$ cat config.mk
export PLATFORM = sky130hd
export DESIGN_NAME = icy_ram
export DESIGN_NICKNAME = d
export VERILOG_FILES = /design/src/hdl/icy_ram.sv
export SDC_FILE = /design/constraint.sdc
export NUM_CORES = 2
export LEC_CHECK = 0
export ABC_CLOCK_PERIOD_IN_PS = 3000
export BUFFER_PORTS_ARGS = -buffer_cell sky130_fd_sc_hd__buf_2
export CORE_ASPECT_RATIO = 1.5
export CORE_MARGIN = 4
export CORE_UTILIZATION = 30
export DETAILED_ROUTE_END_ITERATION = 10
export PLACE_DENSITY_LB_ADDON = 0.12
export RECOVER_POWER = 25
export SYNTH_ARGS = -nofsm -noshare
export SYNTH_HDL_FRONTEND = slang
export SYNTH_SLANG_ARGS = --single-unit
export TNS_END_PERCENT = 10
$ cat constraint.sdc
create_clock -name clk -period 3 [get_ports clk]
set_clock_uncertainty 0.05 [all_clocks]
set_input_delay 0.45 -clock clk [delete_from_list [all_inputs] [get_ports clk]]
set_output_delay 0.45 -clock clk [all_outputs]
set_load 0.01 [all_outputs]
$ cat src/hdl/icy_ram.sv
// ----------------------------------------------------------------------------
// icy_ram
// Simple dual-port RAM, one write and one registered read per cycle.
// ----------------------------------------------------------------------------
module icy_ram #(
  parameter int DEPTH = 256,
  parameter int WIDTH = 8
) (
  input  logic                     clk,
  input  logic                     wr_en,
  input  logic [$clog2(DEPTH)-1:0] wr_addr,
  input  logic [WIDTH-1:0]         wr_data,
  input  logic [$clog2(DEPTH)-1:0] rd_addr,
  output logic [WIDTH-1:0]         rd_data
);

  logic [WIDTH-1:0] mem [DEPTH];

  always_ff @(posedge clk) begin
    if (wr_en) begin
      mem[wr_addr] <= wr_data;
    end
  end

  always_ff @(posedge clk) begin
    rd_data <= mem[rd_addr];
  end

endmodule

==> results.md <==
- The run finished, with violations left.
- The final reports fail on max-capacitance violations, max-slew violations.
- Before antenna repair, the detailed router went through 5 iterations.
- For this design the total switching power over the nets is about 13 mW.
- The maximum fanout count along the critical path is 17.
- The class of the tightest hold or removal check is in -> reg.
- The final number of max-transition violations is 395.
- The post-detailed-route wirelength per cell is 29.9 um.
- The overall via count from detail_route is approximately 40000.
- The maximum number of pins on one net before global-route repair is 96.
- The first-pass GRT wire length is 340000 um.
- The routability-driven placement congestion ratio is 0.809.
- The critical path's top delay family is buffers and inverters.
- The number of port buffers is 33.
- The placeable core region is 0.264 mm^2.
- The wire-length estimate of the detail-placed layout is around 160000 um.
- The level count of the clock H-tree is 4.
- On the critical path, the stage with the largest delay is an instance of nor3_1.
- The number of buffers inserted during clock tree synthesis is between 200 and 250.
- The share of total power dissipated in the clock network is about two fifths.
- Across every metal layer, demand over resource in global routing totals 17.4%.
- The sum of routed wire length over all layers is 241000 um.
- Global routing consumed, on the met2 layer, 32.7% of the routing resources.
- From left edge to right edge, the die measures 428 um.
- The CTS sink count is 2056.
- The post-synthesis cell area is 0.0796 mm^2.
- The per-instance average area after synthesis is 21.3 um^2.
- The worst endpoint data arrival time is 3.62 ns.
- The clock reaches the later pin of the worst-skew pair after 0.85 ns.
- In this design, the stage delay of the slowest critical-path cell is 0.90 ns.
- At the placement stage, the worst setup path has a slack of -0.868 ns.
- The die outline height is 639 um.
- The number of gates resized after cts is 0.
- Global routing used 1.93% of the available met3 tracks.
- The final setup violation count is 0.
- The cell count after synthesis came out at 3733.
- In this run the static leakage power is approximately 30 nW.
- The violation count after the first detailed-route iteration is roughly 3000.
- The non-filler instance count after layout is slightly above 8000.
- The post-route minimum period is 2.97 ns.
- Global routing used between 20% and 30% of the available met1 tracks.
- Of the cells placed in the final design, the portion with a size suffix greater than 1 is 32.1%.
- In this design, the critical path's most frequently occurring cell is buf_4.
- The power density of the placed cells is about 630 mW/mm^2.
- The worst setup path is of the in -> reg kind.
- In the post-route analysis, the smallest setup slack over all paths is 0.0286 ns.
- Once placement completed, the tool counted placed cells totaling 7712.
- The startpoint identified for the worst register-to-register timing path is mem[82][5].
- For this run, the post-layout net count is 4453.
- The via count of the first global-routing pass was 42506.
- The total negative slack is 0 ns.
- Across the run, the number of max-cap violations was 6.
- The share of the Yosys chip area taken by registers is 77.5%.
- The final global-route overflow total is 0.
- The initial utilization of the core area, before any placement, comes to between 30% and 40%.
- For the pin with the worst max-slew slack, the measured transition is approximately 2.2 ns.
- The full die area is ~0.27 mm^2.
- Combinational logic is responsible for 5.8% of the overall power.
- The clock-pin slew on the worst setup and hold paths is about 0.06 ns.
- Yosys mapped a number of flops with a built-in enable equal to 2048.
- The element type at the critical path end is a flop.
- Sequential cells account for 52.9% of the total power.
- The hold violation count in the final report is 0.
- The signal on the critical path passes through buf_8 -> buf_4 -> buf_12 -> buf_12 -> buf_4 -> buf_4 -> mux4_2 -> a22oi_1 -> a21oi_1 -> nor3_1 -> nor4_2.
- The post-route core utilization is a little over a third.
- Counting both buffers and inverters, the worst setup path holds a total of 6.
- The clock tree from TritonCTS is built.
- The number of nets with antenna violations after detailed routing is 0.
- After detailed routing, the number of vias per cell comes to 4.93.
- In this run the most critical hold path is launched from wr_addr[0].
- The synthesized netlist net count is 3759.
- The upper clock frequency limit is 337 MHz.
- Counting along the longest clock path gives a buffer depth of 4.
- The main flop type after synthesis is edfxtp_1.
- The critical path launch point type is an input port.
- After layout, the worst path uses roughly 99% of the clock period.
- Of the total power, the share spent switching nets is between 20% and 30%.
- The async set-reset flop share out of synthesis is 0%.
- The register bit count reported by yosys is 2056.
- STA puts the critical path data required time at 3.64 ns.
- After detailed routing, the number of remaining DRC violations is 0.
- IR analysis of the VDD net gives a maximum drop of 0.429 mV.
- The root buffer cell chosen for the clock tree is clkbuf_16.
- The post-CTS setup repair buffer count is 0.
- The number of primary I/O pins is 34.
- The relative slew slack is -43.7%.
- Counting distinct cell types in the post-synthesis netlist gives 55.
- From synthesis to final layout, the design area changed by 19.5%.
- The internal power contribution is 46.8 mW.
- Setup repair after global routing left no endpoint under its margin.
- The initial antenna violation count is 9.
- For this run, the number of Yosys warnings is 0.
- Overall power consumption after layout is estimated at 60.0 mW.
- The most congested layer reported by global routing is met2.
- The count of standard-cell rows is 231.
- The most critical setup path has its startpoint at rd_addr[0].
registers in the layout, summed over array words and instances (netlist names):
name,count
rd_data,8
mem,2048
what timing repair did:
action,4_1_cts,5_1_grt
hold buffers,5,0
hold endpoints to repair,61,0
setup endpoints to repair,0,0
logic make-up after synthesis:
logic type / Yosys count / share of synthesized area, %
simple gates: 466 / 2.63
compound gates: 385 / 3.42
flops: 2056 / 77.5
buf+inv: 235 / 1.83
mux: 591 / 14.6
area by class of cell:
type | instances | area, um^2
Fill cell | 24395 | 169000
Sequential cell | 2056 | 61700
Multi-Input combinational cell | 1442 | 16600
Timing Repair Buffer | 722 | 6230
Clock buffer | 248 | 5390
Tap cell | 3495 | 4370
Clock inverter | 105 | 837
Antenna cell | 6 | 15.0
Inverter | 2 | 7.51
placed cells by master, fill, tap and decap left out, types with 13 or more instances in the layout:
| cell | netlist | final |
|---|---|---|
| edfxtp_1 | 2048 | 2048 |
| clkbuf_16 | 0 | 208 |
| bufinv_16 | 0 | 13 |
| clkinv_2 | 0 | 34 |
| nor2b_1 | 31 | 28 |
| nor4_1 | 24 | 19 |
| a221oi_1 | 13 | 13 |
| clkinv_1 | 1 | 46 |
| a21oi_1 | 96 | 96 |
| nor3_1 | 22 | 20 |
| nand2_1 | 33 | 33 |
| o221ai_1 | 46 | 46 |
| nand3_1 | 34 | 25 |
| mux2i_1 | 134 | 134 |
| a211oi_1 | 16 | 16 |
| buf_12 | 8 | 72 |
| clkbuf_1 | 111 | 46 |
| a22oi_1 | 133 | 133 |
| clkbuf_2 | 0 | 16 |
| buf_4 | 27 | 593 |
| o22ai_1 | 28 | 28 |
| mux4_2 | 454 | 454 |
| nor2_1 | 282 | 279 |
| buf_2 | 31 | 23 |
power by group through the flow:
stage	sequential [mW]	clock, mW	combinational (mW)
2_1_floorplan	32.3	0	1.54
3_3_place_gp	32.3	0	3.59
3_5_place_dp	32.3	0	3.61
4_1_cts	31.7	25.6	3.62
5_1_grt	31.7	26.6	3.68
6_report	31.7	24.8	3.46
Yosys cell counts, types with 5 or more instances:
| master | instances | area [um^2] |
|---|---|---|
| nand2_1 | 33 | 124 |
| nor3_1 | 22 | 110 |
| o211ai_1 | 10 | 75.1 |
| clkbuf_1 | 111 | 417 |
| nor2_1 | 282 | 1060 |
| dfxtp_1 | 8 | 160 |
| buf_1 | 22 | 82.6 |
| and2_1 | 6 | 37.5 |
| buf_12 | 8 | 160 |
| nand3_1 | 34 | 170 |
| mux2i_1 | 134 | 1340 |
| buf_2 | 31 | 155 |
| o221ai_1 | 46 | 403 |
| nor4_1 | 24 | 150 |
| nor2b_1 | 31 | 194 |
| a21oi_1 | 96 | 480 |
| a22o_1 | 8 | 70.1 |
| o21ai_0 | 10 | 50.1 |
| buf_4 | 27 | 203 |
| buf_8 | 13 | 195 |
| nand4_1 | 10 | 62.6 |
| a221oi_1 | 13 | 114 |
| nand2b_1 | 8 | 50.1 |
| buf_6 | 21 | 236 |
| a22oi_1 | 133 | 998 |
| o22ai_1 | 28 | 175 |
| edfxtp_1 | 2048 | 61500 |
| o22a_1 | 5 | 43.8 |
| a211oi_1 | 16 | 120 |
| mux4_2 | 454 | 10200 |
through the flow:
step           hold WS [ns]  instance area (um^2)
2_1_floorplan         0.499                 79600
3_3_place_gp          0.830                 89000
3_5_place_dp          0.835                 89000
4_1_cts             0.00867                 95300
5_1_grt               0.196                 95100
6_report              0.221                 95100
per-layer routing:
layer	up-vias	part of all wire, %	routed length (um)
met5	-	0.011	27
met4	4	2.5	6100
met3	279	3.6	8720
met2	774	55	132000
met1	21715	39	94000
li1	17062	-	-
final timing paths:
kind                 end  slack (ns)  cells after the start
max           rd_data[0]        0.03                     11
min          mem[151][2]        0.22                      3
max reg2reg   rd_data[5]        0.10                      6
min reg2reg   rd_data[5]        1.10                      8
worst register-to-register path, delay by kind of cell (launching register included):
| kind | cells | cell delay, ns |
|---|---|---|
| muxes | 1 | 0.50 |
| AOI/OAI and AO/OA | 3 | 0.97 |
| DFF | 1 | 0.38 |
| and+or+nand+nor | 2 | 0.86 |
(Power assumes the default switching activity.)
