### src/hdl/icy_pkg.sv
// ----------------------------------------------------------------------------
// icy_pkg
// Shared constants, types and the title key table for the ICY metadata demux.
// ----------------------------------------------------------------------------
package icy_pkg;

  localparam int META_DEPTH  = 512;
  localparam int TITLE_DEPTH = 256;
  localparam int MADDR_W     = $clog2(META_DEPTH);
  localparam int TADDR_W     = $clog2(TITLE_DEPTH);
  localparam int MPOS_W      = 12;
  localparam int IVL_W       = 24;
  localparam int KEY_LEN     = 13;
  localparam int BLOCK_SHIFT = 4;   // block length unit of 16 bytes

  localparam logic [7:0] CH_QUOTE = 8'h27;
  localparam logic [7:0] CH_SEMI  = 8'h3B;

  typedef enum logic [1:0] {
    KIND_AUDIO = 2'd0,
    KIND_BLOCK = 2'd1,
    KIND_TITLE = 2'd2
  } kind_t;

  typedef enum logic [1:0] {
    PH_AUDIO = 2'd0,
    PH_META  = 2'd1
  } phase_t;

  typedef enum logic [1:0] {
    T_IDLE = 2'd0,
    T_READ = 2'd1,
    T_SCAN = 2'd2
  } top_st_t;

  typedef enum logic [1:0] {
    SC_IDLE = 2'd0,
    SC_FIND = 2'd1,
    SC_COPY = 2'd2,
    SC_DONE = 2'd3
  } scan_st_t;

  typedef struct packed {
    logic              start;
    logic [MPOS_W-1:0] limit;
  } scan_ctl_t;

  typedef struct packed {
    logic done;
    logic updated;
  } scan_sts_t;

  // "StreamTitle='" one character at a time
  function automatic logic [7:0] key_char(input logic [3:0] idx);
    logic [7:0] c;
    case (idx)
      4'd0:    c = 8'h53; // S
      4'd1:    c = 8'h74; // t
      4'd2:    c = 8'h72; // r
      4'd3:    c = 8'h65; // e
      4'd4:    c = 8'h61; // a
      4'd5:    c = 8'h6D; // m
      4'd6:    c = 8'h54; // T
      4'd7:    c = 8'h69; // i
      4'd8:    c = 8'h74; // t
      4'd9:    c = 8'h6C; // l
      4'd10:   c = 8'h65; // e
      4'd11:   c = 8'h3D; // =
      4'd12:   c = 8'h27; // '
      default: c = 8'h00;
    endcase
    return c;
  endfunction

endpackage

### src/hdl/icy_scan.sv
// ----------------------------------------------------------------------------
// icy_scan
// Block-end title search: one pass over the metadata store with a byte
// compare unit, then, when a title is found, a copy pass into the title store.
// ----------------------------------------------------------------------------
module icy_scan (
  input  logic                      clk,
  input  logic                      rst_n,
  input  icy_pkg::scan_ctl_t        ctl,
  output icy_pkg::scan_sts_t        sts,
  output logic [icy_pkg::TADDR_W-1:0] title_len,
  output logic [icy_pkg::MADDR_W-1:0] meta_rd_addr,
  input  logic [7:0]                meta_rd_data,
  output logic                      title_wr_en,
  output logic [icy_pkg::TADDR_W-1:0] title_wr_addr,
  output logic [7:0]                title_wr_data
);
  import icy_pkg::*;

  scan_st_t            st_r, st_nxt;
  logic [MPOS_W-1:0]   addr_r, addr_nxt;
  logic [MPOS_W-1:0]   lim_r, lim_nxt;
  logic                rv_r, rv_nxt;
  logic [MPOS_W-1:0]   rq_r, rq_nxt;
  logic [3:0]          mst_r, mst_nxt;
  logic                key_r, key_nxt;
  logic [MPOS_W-1:0]   p_r, p_nxt;
  logic                prevq_r, prevq_nxt;
  logic                qf_r, qf_nxt;
  logic [MPOS_W-1:0]   qpos_r, qpos_nxt;
  logic                sf_r, sf_nxt;
  logic [MPOS_W-1:0]   spos_r, spos_nxt;
  logic [TADDR_W-1:0]  len_r, len_nxt;
  logic [TADDR_W-1:0]  cnt_r, cnt_nxt;
  logic                wv_r, wv_nxt;
  logic [TADDR_W-1:0]  wa_r, wa_nxt;
  logic [TADDR_W-1:0]  tlen_r, tlen_nxt;
  logic                upd_r, upd_nxt;

  logic                find_end, copy_end, title_ok;
  logic [MPOS_W-1:0]   jsel, diff;
  logic [TADDR_W-1:0]  len_clip;
  logic [MPOS_W-1:0]   copy_addr;

  assign find_end = (rv_r && meta_rd_data == 8'h00) || (!rv_r && addr_r >= lim_r);
  assign copy_end = !wv_r && cnt_r >= len_r;
  assign title_ok = key_r && (sf_r || qf_r);
  assign jsel     = sf_r ? spos_r : qpos_r;
  assign diff     = jsel - p_r;
  assign len_clip = (diff > MPOS_W'(TITLE_DEPTH - 1)) ? TADDR_W'(TITLE_DEPTH - 1)
                                                      : diff[TADDR_W-1:0];
  assign copy_addr = p_r + MPOS_W'(cnt_r);

  // next state
  always_comb begin
    st_nxt = st_r;
    case (st_r)
      SC_IDLE: if (ctl.start) st_nxt = SC_FIND;
      SC_FIND: if (find_end) st_nxt = title_ok ? SC_COPY : SC_DONE;
      SC_COPY: if (copy_end) st_nxt = SC_DONE;
      SC_DONE: st_nxt = SC_IDLE;
      default: st_nxt = SC_IDLE;
    endcase
  end

  // outputs
  always_comb begin
    meta_rd_addr  = (st_r == SC_COPY) ? copy_addr[MADDR_W-1:0] : addr_r[MADDR_W-1:0];
    title_wr_en   = (st_r == SC_COPY) && wv_r;
    title_wr_addr = wa_r;
    title_wr_data = meta_rd_data;
    sts.done      = (st_r == SC_DONE);
    sts.updated   = upd_r;
    title_len     = tlen_r;
  end

  // datapath
  always_comb begin
    addr_nxt  = addr_r;
    lim_nxt   = lim_r;
    rv_nxt    = 1'b0;
    rq_nxt    = rq_r;
    mst_nxt   = mst_r;
    key_nxt   = key_r;
    p_nxt     = p_r;
    prevq_nxt = prevq_r;
    qf_nxt    = qf_r;
    qpos_nxt  = qpos_r;
    sf_nxt    = sf_r;
    spos_nxt  = spos_r;
    len_nxt   = len_r;
    cnt_nxt   = cnt_r;
    wv_nxt    = 1'b0;
    wa_nxt    = wa_r;
    tlen_nxt  = tlen_r;
    upd_nxt   = upd_r;
    case (st_r)
      SC_IDLE: begin
        addr_nxt  = '0;
        lim_nxt   = ctl.limit;
        mst_nxt   = '0;
        key_nxt   = 1'b0;
        prevq_nxt = 1'b0;
        qf_nxt    = 1'b0;
        sf_nxt    = 1'b0;
      end
      SC_FIND: begin
        if (addr_r < lim_r) begin
          rv_nxt   = 1'b1;
          rq_nxt   = addr_r;
          addr_nxt = addr_r + 1'b1;
        end
        if (rv_r && meta_rd_data != 8'h00) begin
          if (!key_r) begin
            if (meta_rd_data == key_char(mst_r)) begin
              if (mst_r == 4'(KEY_LEN - 1)) begin
                key_nxt   = 1'b1;
                p_nxt     = rq_r + 1'b1;
                prevq_nxt = 1'b0;
              end else begin
                mst_nxt = mst_r + 1'b1;
              end
            end else begin
              mst_nxt = (meta_rd_data == key_char(4'd0)) ? 4'd1 : 4'd0;
            end
          end else begin
            if (meta_rd_data == CH_QUOTE && !qf_r) begin
              qf_nxt   = 1'b1;
              qpos_nxt = rq_r;
            end
            if (prevq_r && meta_rd_data == CH_SEMI && !sf_r) begin
              sf_nxt   = 1'b1;
              spos_nxt = rq_r - 1'b1;
            end
            prevq_nxt = (meta_rd_data == CH_QUOTE);
          end
        end
        if (find_end) begin
          rv_nxt  = 1'b0;
          len_nxt = len_clip;
          cnt_nxt = '0;
          upd_nxt = title_ok;
        end
      end
      SC_COPY: begin
        if (cnt_r < len_r) begin
          wv_nxt  = 1'b1;
          wa_nxt  = cnt_r;
          cnt_nxt = cnt_r + 1'b1;
        end
        if (copy_end) tlen_nxt = len_r;
      end
      default: ;
    endcase
  end

  always_ff @(posedge clk) begin
    if (!rst_n) begin
      st_r   <= SC_IDLE;
      rv_r   <= 1'b0;
      wv_r   <= 1'b0;
      tlen_r <= '0;
      upd_r  <= 1'b0;
    end else begin
      st_r   <= st_nxt;
      rv_r   <= rv_nxt;
      wv_r   <= wv_nxt;
      tlen_r <= tlen_nxt;
      upd_r  <= upd_nxt;
    end
  end

  always_ff @(posedge clk) begin
    addr_r  <= addr_nxt;
    lim_r   <= lim_nxt;
    rq_r    <= rq_nxt;
    mst_r   <= mst_nxt;
    key_r   <= key_nxt;
    p_r     <= p_nxt;
    prevq_r <= prevq_nxt;
    qf_r    <= qf_nxt;
    qpos_r  <= qpos_nxt;
    sf_r    <= sf_nxt;
    spos_r  <= spos_nxt;
    len_r   <= len_nxt;
    cnt_r   <= cnt_nxt;
    wa_r    <= wa_nxt;
  end

endmodule

### config.mk
export PLATFORM = sky130hd
export DESIGN_NAME = icy_scan
export DESIGN_NICKNAME = d
export VERILOG_FILES = /design/src/hdl/icy_pkg.sv /design/src/hdl/icy_scan.sv
export SDC_FILE = /design/constraint.sdc
export NUM_CORES = 1
export LEC_CHECK = 0
export BUFFER_PORTS_ARGS = -buffer_cell sky130_fd_sc_hd__buf_2
export CAP_MARGIN = 0
export CORE_ASPECT_RATIO = 1.2
export CORE_MARGIN = 1.5
export CORE_UTILIZATION = 30
export CTS_CLUSTER_DIAMETER = 30
export CTS_CLUSTER_SIZE = 30
export DETAILED_ROUTE_END_ITERATION = 8
export HOLD_SLACK_MARGIN = 0.12
export SKIP_CTS_REPAIR_TIMING = 1
export SYNTH_ARGS = -nofsm -noshare
export SYNTH_HDL_FRONTEND = slang
export SYNTH_SLANG_ARGS = --single-unit
### constraint.sdc
create_clock -name clk -period 9.5 [get_ports clk]
set_clock_uncertainty 0.2 [all_clocks]
set_input_delay 0 -clock clk [delete_from_list [all_inputs] [get_ports clk]]
set_output_delay 0 -clock clk [all_outputs]
set_load 0.02 [all_outputs]
==> results of run 1 <==
==> worst register-to-register path, delay by kind of cell, from the launching register on <==
family | cells | cell delay (ns)
simple gates | 1 | 0.11
mux | 2 | 0.43
compound gates | 5 | 1.28
flops | 1 | 0.71
fa+ha+maj | 2 | 0.58
buf+inv | 1 | 0.05
==> power groups by stage <==
stage | Combinational (mW) | Sequential (mW) | Clock [mW]
floorplan | 0.698 | 0.923 | 0
global placement | 0.873 | 0.991 | 0
detailed placement | 0.887 | 0.995 | 0
CTS | 0.892 | 0.984 | 0.698
global route | 1.02 | 1.01 | 0.716
finish | 0.903 | 0.981 | 0.686
==> path summary, 6_finish.rpt <==
path / slack (ns) / from / cells past startpoint / endpoint
max: 5.78 / meta_rd_data[0] / 11 / register
min: 0.31 / title_len[5]$_SDFFE_PN0P_ / 2 / title_len[5]$_SDFFE_PN0P_
max reg2reg: 5.89 / sf_r$_DFFE_PP_ / 11 / len_r[7]$_SDFFCE_PN1P_
min reg2reg: 0.31 / title_len[5]$_SDFFE_PN0P_ / 2 / title_len[5]$_SDFFE_PN0P_
==> cell usage in the layout, fill, tap and decap left out, types with 18 or more instances in the layout <==
cell,synthesis,layout
buf_2,0,58
a21oi_1,18,18
nor2_1,44,44
xnor2_1,28,28
nor2b_1,19,19
dfxtp_1,20,20
nand3_1,24,24
clkbuf_16,0,22
inv_1,50,50
dlygate4sd3_1,0,41
ha_1,53,53
edfxtp_1,104,104
xor2_1,25,25
o21ai_0,22,22
nand2_1,38,38
==> stage by stage <==
| stage | util [%] | instances |
|---|---|---|
| 2_1_floorplan | - | 629 |
| 3_3_place_gp | 33.1 | 984 |
| 3_5_place_dp | 33.1 | 984 |
| 4_1_cts | 35.9 | 1016 |
| 5_1_grt | 37.7 | 1057 |
| 6_report | 37.7 | 1057 |
==> routing by layer <==
layer	global-route usage (%)	up-vias	part of all wire, %
li1	-	2470	-
met1	14.3	2310	43
met2	22.6	63	54
met3	2.77	20	2.5
met4	5.24	0	1.3
met5	0	-	0
==> registers in the layout, summed over array words and instances, names as in the netlist, 2 cells and up, named ones only <==
name and cells:
lim_r 12, title_len 8, p_r 12, rq_r 12
spos_r 12, title_wr_addr 8, len_r 8, mst_r 4
addr_r 12, qpos_r 12, cnt_r 8, st_r 2
==> synth_stat cells (5+ instances only) <==
| library cell | n |
|---|---|
| mux2_2 | 14 |
| dfxtp_1 | 20 |
| clkbuf_1 | 10 |
| buf_4 | 9 |
| o21ai_0 | 22 |
| ha_1 | 53 |
| nand2b_1 | 8 |
| xnor2_1 | 28 |
| a21oi_1 | 18 |
| nand3_1 | 24 |
| and2_1 | 14 |
| a21o_1 | 5 |
| xor2_1 | 25 |
| nor2_1 | 44 |
| or3_1 | 5 |
| edfxtp_1 | 104 |
| nor2b_1 | 19 |
| nor3_1 | 6 |
| mux2i_1 | 17 |
| o31ai_1 | 9 |
| and3_1 | 14 |
| inv_1 | 50 |
| nand4_1 | 6 |
| o21a_1 | 7 |
| nand2_1 | 38 |
==> cell type report <==
type                       instances  area, um2
sequential                       124       3520
fill                            2260      14400
inverter                          51        191
multi-input combinational        434       3240
clock inverter                     9       80.1
clock buffer                      23        564
timing repair buffer             101        716
tap                              315        394
==> kinds of logic (layout without fill, tap and decap cells) <==
logic type	Yosys count	in the layout	share of synthesized area [%]
buffers and inverters	71	184	4.25
DFF	124	124	49.8
and+or+nand+nor	197	197	14.6
muxes	32	32	4.85
xor gates and xnor gates	53	53	6.57
adders and majority gates	55	55	9.95
AOI/OAI and AO/OA	97	97	9.93
==> metrics.txt, run 1 <==
Final period util around two fifths; Die ar. 24500 um2; Starting Density between 30% and 40%; Die H 171 um; Core Footprint roughly 23000 um2; CP most frequent cell dlygate4sd3_1; Int Pwr 1.62 mW; Final Critical Period 3.72 ns; main flop type after synthesis edfxtp_1; main area contributors after synthesis edfxtp_1 44%, ha_1 9.4%, dfxtp_1 5.7%, xnor2_1 3.5%, xor2_1 3.1%; yosys warns 0; Clock Path Buffers 2; Slew headroom 31.3%; Worst setup SP type input port; largest net degree at the start of global routing 27; critical path peak fanout 6; Pre-Repair DR Iteration Count 4; area share of the leading cell type in the synthesized netlist 44.2%; mapped cell area 7070 um2; Clock Latency Late Sink 0.43 ns; TritonCTS Buffers 17; Switch Pwr 0.947 mW; final setup margin 5.78 ns; worst hold slack 0.310 ns; crit end category register; n_diodes 0; DR iter-0 viols ~240; CTS tree yes; Worst-Margin Slew 1.03 ns; initial antenna violation count 0; Clk network pwr share 26.7%; Clock Sinks 124; pre-CTS setup slack 5.81 ns; Post-Syn Instances 629; Post-synth EDFFs 104; Worst Hold Class reg -> reg; GPL Wtd Cong 0.773; via count 4863; area delta synth->final 23.3%; via/cell ratio 4.60; RSZ-0062 raised after global routing no; max_cap viols 0; GRT Util Overall 12.6%; switching share of power a little under two fifths; syn avg cell area 11.2 um2; Rows 61; setup TNS 0 ns; Post-Layout Inst Area around 8700 um2; kind of critical path in -> reg; Die W 143 um; Crit path max-delay family buffers and inverters; Leakage 3.49 nW; fin nets 807; VDD IR max 0.000141 V; vias in the first global route 4597; crit path DAT between 3 and 4 ns; Total Power 2.57 mW; status complete, no violations; share of cells above drive strength 1 between 15 and 20%; area leader, netlist edfxtp_1; sequential share of power a little under two fifths; achievable frequency 0.269 GHz; Power Dens Cells 295 nW/um2; wire per inst roughly 14 um; Overflow after GRT 0; syn nets 707; final setup violation count 0; drt drc 0; Max stage delay on crit path 0.60 ns; Worst Path Buf+Inv 3; H-tree Lvls 4; Crit-path slowest cell dlygate4sd3_1; Final Hold Fails 0; CTS clk-pin slew, worst paths 0.06 ns; Async S/R FF share, synth 0%; total routed wirelength 14900 um; FF+latch count, synth 124; post-route ant nets 0; Logic pwr share approximately a third; Critical Path RT 9.61 ns; # IOs between 50 and 60; area post-placement 7660 um2; sequential area share after synthesis 49.8%; fin. max-slew vios 0; first-pass GRT wire length roughly 24000 um; Detail Placement HPWL 10800 um; port bufs just under 60; worst path cell trace dlygate4sd3_1, buf_2, or4_4, dlygate4sd3_1, o211ai_2, nor2_1, a21boi_2, mux2i_1, ha_1, or3_1, o311a_1; Clock Root Buffer clkbuf_16; Yosys cell types 65
(Power assumes the default switching activity.)
==> run 2: changes to the inputs <==
- ABC_AREA: default -> 1
- clock period: 9.5 -> 3.5 ns (I/O delays scaled with it)
==> run 2 against run 1 <==
Routed wire length fell by 0.63%; first-iteration DRC count rose by 12%; sequential share of layout area barely moved; critical path depth did not move; register-to-register slack got worse by 5.5 ns; clock power rose by 150%; area after synthesis rose by 0.44%; critical path type is now reg -> reg; highest routed layer unchanged.
==> metrics.txt, run 2 <==
crit path DAT about 3.1 ns; syn avg cell area approximately 9.2 um2; Post-Layout Inst Area between 8000 and 9000 um2; Post-synth EDFFs 104; port bufs 58; H-tree Lvls 4; Clock Root Buffer clkbuf_16; Slew headroom 66.4%; achievable frequency 0.324 GHz; Overflow after GRT 0; Power Dens Cells 822 nW/um2; Worst Hold Class reg -> reg; Yosys cell types 47; wire per inst 12.3 um; met1 wire length 6340 um; Met2 Wirelength just under 8000 um; Core Footprint 23200 um2; area post-placement 7750 um2; R2R depth 11; Final period util 88.3%; Clock Latency Late Sink 0.42 ns; total routed wirelength 14800 um; Die ar. 24600 um2; leading cell types by count after synthesis 154 x nand2_1, 119 x inv_1, 104 x edfxtp_1; Leakage around 3.8 nW; status complete, no violations; area delta synth->final 22.8%; kind of critical path reg -> reg; final core occ between 30 and 40%; crit end category register; Rows 61; Critical Path RT 3.46 ns; first-pass GRT wire length 23400 um; most common cell after layout, fill and taps aside nand2_1; Pre-Repair DR Iteration Count 4; via count 5295; main area contributors after synthesis edfxtp_1 44%, ha_1 9.3%, nand2_1 8.1%, inv_1 6.3%, dfxtp_1 5.6%; area share of the leading cell type in the synthesized netlist 44.0%; Detail Placement HPWL 11300 um; # IOs 59; dpl cells approximately 1100; Die H around 170 um; FF+latch count, synth ~120; GRT Util Overall about 12%; Async S/R FF share, synth 0%; Total Power 7.17 mW; area leader, netlist edfxtp_1; largest net degree at the start of global routing 23; setup TNS 0 ns; Die W between 100 and 150 um; Hold Path Depth 2; most frequent cell after synthesis nand2_1; WL met3 405 um; Worst-Margin Slew 0.502 ns; Starting Density 30.6%; top layer in use met4; Clock Path Buffers 2; Clock Sinks ~120; fin nets 954; final cell count without fillers 1204; vias in the first global route 4966; most frequent cells in the layout 154 x nand2_1, 119 x inv_1, 104 x edfxtp_1, 58 x buf_2, 53 x ha_1; main flop type after synthesis edfxtp_1; CTS tree yes; max_cap viols 0; Worst setup SP type register; Filler cells approximately 2400; share of cells above drive strength 1 14.5%; final setup violation count 0; VDD IR max 0.000390 V; via/cell ratio 4.40; critical path peak fanout 9; syn nets 848; GPL Wtd Cong 0.811; sequential area share after synthesis around half; post-route ant nets 0; Final Hold Fails 0; initial antenna violation count 0; yosys warns 0; DR iter-0 viols around 270; CTS clk-pin slew, worst paths 0.07 ns; Final Critical Period 3.09 ns; n_diodes 0; RSZ-0062 raised after global routing no; area of the multi-input gates 3000 um2; TritonCTS Buffers 17; FF+latch area 3520 um2; drt drc 0; mapped cell area 7100 um2; Post-Syn Instances 770; fin. max-slew vios 0
[run 2: changes by cell type in the layout (fill, tap and decap cells not counted), moves of 9 or more]
cell	before	now
mux2i_1	17	1
buf_4	2	11
nand2_1	38	154
xnor2_1	28	8
nor2b_1	19	0
and3_1	14	0
a21oi_1	18	40
mux2_2	14	0
inv_1	50	119
o31ai_1	9	0
o21ai_0	22	39
nand3_1	24	51
and2_1	14	1
[run 2: kinds of logic after synthesis]
group | count (synthesis) | share of synthesized area (%)
DFF | 124 | 49.6
AOI/OAI and AO/OA | 99 | 7.67
and+or+nand+nor | 309 | 19.7
muxes | 1 | 0.141
buffers and inverters | 144 | 8.25
xor gates and xnor gates | 38 | 4.69
adders and majority gates | 55 | 9.90
[run 2: through the flow]
step                setup WS, ns  hold slack (ns)
detailed placement         0.383          -0.0215
global route              0.0718            0.254
global placement           0.485          -0.0216
CTS                        0.398           -0.464
finish                     0.410            0.238
floorplan                  0.686           -0.101
[run 2: critical path: stages (launching register included)]
cell and delay, ns:
edfxtp_1 0.55, mux2i_1 0.26, ha_1 0.20, inv_1 0.07, fa_1 0.40, nand3_1 0.10, nand2_1 0.08, a31oi_1 0.27
o21ai_0 0.16, xor2_1 0.17, nor2_2 0.26, nand3_1 0.12
[run 2: layout make-up]
class,instances,share of cell area (%)
Clock buffer,17,4.88
Clock inverter,15,1.71
Inverter,123,5.35
Multi-Input combinational cell,502,34.4
Sequential cell,124,40.4
Tap cell,315,4.52
Timing Repair Buffer,108,8.75
[run 2: final timing paths]
path / slack [ns] / end / from
max reg2reg: 0.41 / len_r[3]$_SDFFCE_PN1P_ / sf_r$_DFFE_PP_
min reg2reg: 0.24 / title_len[2]$_SDFFE_PN0P_ / title_len[2]$_SDFFE_PN0P_
min: 0.24 / title_len[2]$_SDFFE_PN0P_ / title_len[2]$_SDFFE_PN0P_
max: 0.41 / len_r[3]$_SDFFCE_PN1P_ / sf_r$_DFFE_PP_
[run 2: layer usage]
| layer | vias to the layer above | track usage, % |
|---|---|---|
| met4 | 0 | 4.88 |
| met3 | 26 | 2.98 |
| met5 | - | 0 |
| met1 | 2422 | 13.8 |
| li1 | 2774 | - |
| met2 | 73 | 22.6 |
[run 2: report_power, final]
group,switching (mW),total (mW),internal (mW)
Clock,0.743,1.69,0.942
Sequential,0.355,2.54,2.18
Combinational,1.90,2.94,1.05
==> run 3: changes to the inputs <==
- CORE_UTILIZATION: 30 -> 45
- REMOVE_ABC_BUFFERS: default -> 1
- clock period: 3.5 -> 3.4 ns (I/O delays scaled with it)
==> run 3 against run 2 <==
Die area down 33%; flip-flop and latch count did not move; non-clock buffer count grew 1; via count grew 3.0%; first-iteration DRC count is 16% lower; combinational power up 5%; count of clock-buffer cells in the layout is 3 higher; global-route usage grew 6.6 points; fmax is 3.0% higher; routed wire length is 4.6% higher; cell area decreased by 1.2%; critical endpoint is now len_r[7]$_SDFFCE_PN1P_; largest cell class unchanged.
==> metrics.txt, run 3 (synthesis gave the netlist of run 2 again) <==
status complete, no violations; FF+latch area roughly 3500 um2; CTS clk-pin slew, worst paths approximately 0.060 ns; achievable frequency 0.333 GHz; post-route ant nets 0; worst path cell trace mux2i_1, ha_1, inv_1, fa_1, nand3_1, nand2_1, a31oi_1, o21ai_0, xor2_1, nor2_2, nand3_1; GRT Util Overall 19.0%; Final Critical Period 3.00 ns; Crit path max-delay family simple AND/OR/NAND/NOR gates; area of the multi-input gates 3000 um2; total routed wirelength 15400 um; CP most frequent cell nand3_1; via/cell ratio 4.97; Die ar. 16500 um2; Detail Placement HPWL 11900 um; most frequent cells in the layout 154 x nand2_1, 119 x inv_1, 104 x edfxtp_1, 58 x buf_2, 53 x ha_1; first-pass GRT wire length roughly 24000 um; Die H 141 um; Hold Path Depth 2; Clock Root Buffer clkbuf_16; initial antenna violation count 0; DR iter-0 viols 223; RSZ-0062 raised after global routing no; Overflow after GRT 0; Max stage delay on crit path between 0.4 and 0.5 ns; vias in the first global route between 5000 and 6000; CTS tree yes; setup TNS 0 ns; Final Hold Fails 0; Worst setup SP type register; Worst Path Buf+Inv 1; Rows 50; Starting Density 45.8%; via count 5454; port bufs just under 60; Clock Latency Late Sink approximately 0.42 ns; drt drc 0; Die W 118 um; RR Startpoint sf_r$_DFFE_PP_; Power Dens Cells 874 nW/um2; Filler cells 1368; crit path DAT 2.95 ns; wire per inst 14.1 um; Slew headroom 66.2%; kind of critical path reg -> reg; n_diodes 0; r2r setup slk ~0.40 ns; VDD IR max ~0.00051 V; fin nets 955; Leakage 3.87 nW; pre-CTS setup slack 0.379 ns; R2R Path End len_r[7]$_SDFFCE_PN1P_; Worst-Margin Slew 0.506 ns; Core Footprint 15500 um2; Clock Sinks 124; critical hold path startpoint title_len[1]$_SDFFE_PN0P_; critical path peak fanout 8; crit end category register; largest net degree at the start of global routing 23; share of cells above drive strength 1 around 14%; fin. max-slew vios 0; # IOs between 50 and 60; Clock Path Buffers 2; Worst Hold Class reg -> reg; area delta synth->final 21.3%; H-tree Lvls 4; Final period util 88.3%; Critical Path RT about 3.4 ns; final setup violation count 0; Hold Path End title_len[1]$_SDFFE_PN0P_; GPL Wtd Cong between 0.9 and 1; most common cell after layout, fill and taps aside nand2_1; TritonCTS Buffers 17; Crit-path slowest cell edfxtp_1; max_cap viols 0; final setup margin 0.399 ns; R2R depth 11; Pre-Repair DR Iteration Count 5
==> run 3: how the worst max path moves through the flow <==
stage,startpoint,end,depth (start not counted)
final,sf_r$_DFFE_PP_,len_r[7]$_SDFFCE_PN1P_,11
after CTS,sf_r$_DFFE_PP_,len_r[7]$_SDFFCE_PN1P_,11
after detailed placement,sf_r$_DFFE_PP_,len_r[1]$_SDFFCE_PN1P_,11
after floorplan,st_r[1]$_SDFFE_PN0P_,p_r[0]$_DFFE_PP_,4
after global placement,sf_r$_DFFE_PP_,len_r[5]$_SDFFCE_PN1P_,11
after global routing,sf_r$_DFFE_PP_,len_r[7]$_SDFFCE_PN1P_,11
==> run 3: where the power goes <==
group	internal, mW	switching (mW)	leakage [nW]
combinational	1.09	1.99	2.43
clock	1.16	0.639	0.285
sequential	2.25	0.382	1.15
==> run 3: layout make-up <==
type	count	share of cell area, %
Timing Repair Buffer	109	8.95
Clock inverter	12	1.69
Multi-Input combinational cell	502	34.8
Clock buffer	20	5.19
Inverter	123	5.42
Sequential cell	124	40.9
Tap cell	208	3.02
==> run 3: worst min-delay path: stages (launching register included) <==
cell     delay, ns
dfxtp_1       0.30
inv_1         0.05
a21oi_1       0.05
==> run 3: per-layer routing <==
| metal | global-route usage (%) | share of wire (%) | vias to the layer above |
|---|---|---|---|
| li1 | - | - | 2773 |
| met1 | 19.7 | 40 | 2517 |
| met2 | 35.5 | 54 | 122 |
| met3 | 3.40 | 2.8 | 42 |
| met4 | 11.6 | 4.0 | 0 |
| met5 | 0 | 0 | - |
==> run 3: through the flow <==
stage	std cells	hold WS (ns)	util (%)	total power, mW	area (um2)
2_1_floorplan	749	-0.200	-	4.77	6980
3_3_place_gp	1027	-0.0214	49.2	5.60	7630
4_1_cts	1059	-0.458	53.0	7.53	8220
6_report	1098	0.240	55.5	7.52	8610
5_1_grt	1098	0.260	55.5	8.09	8610
3_5_place_dp	1027	-0.0219	49.2	5.72	7630
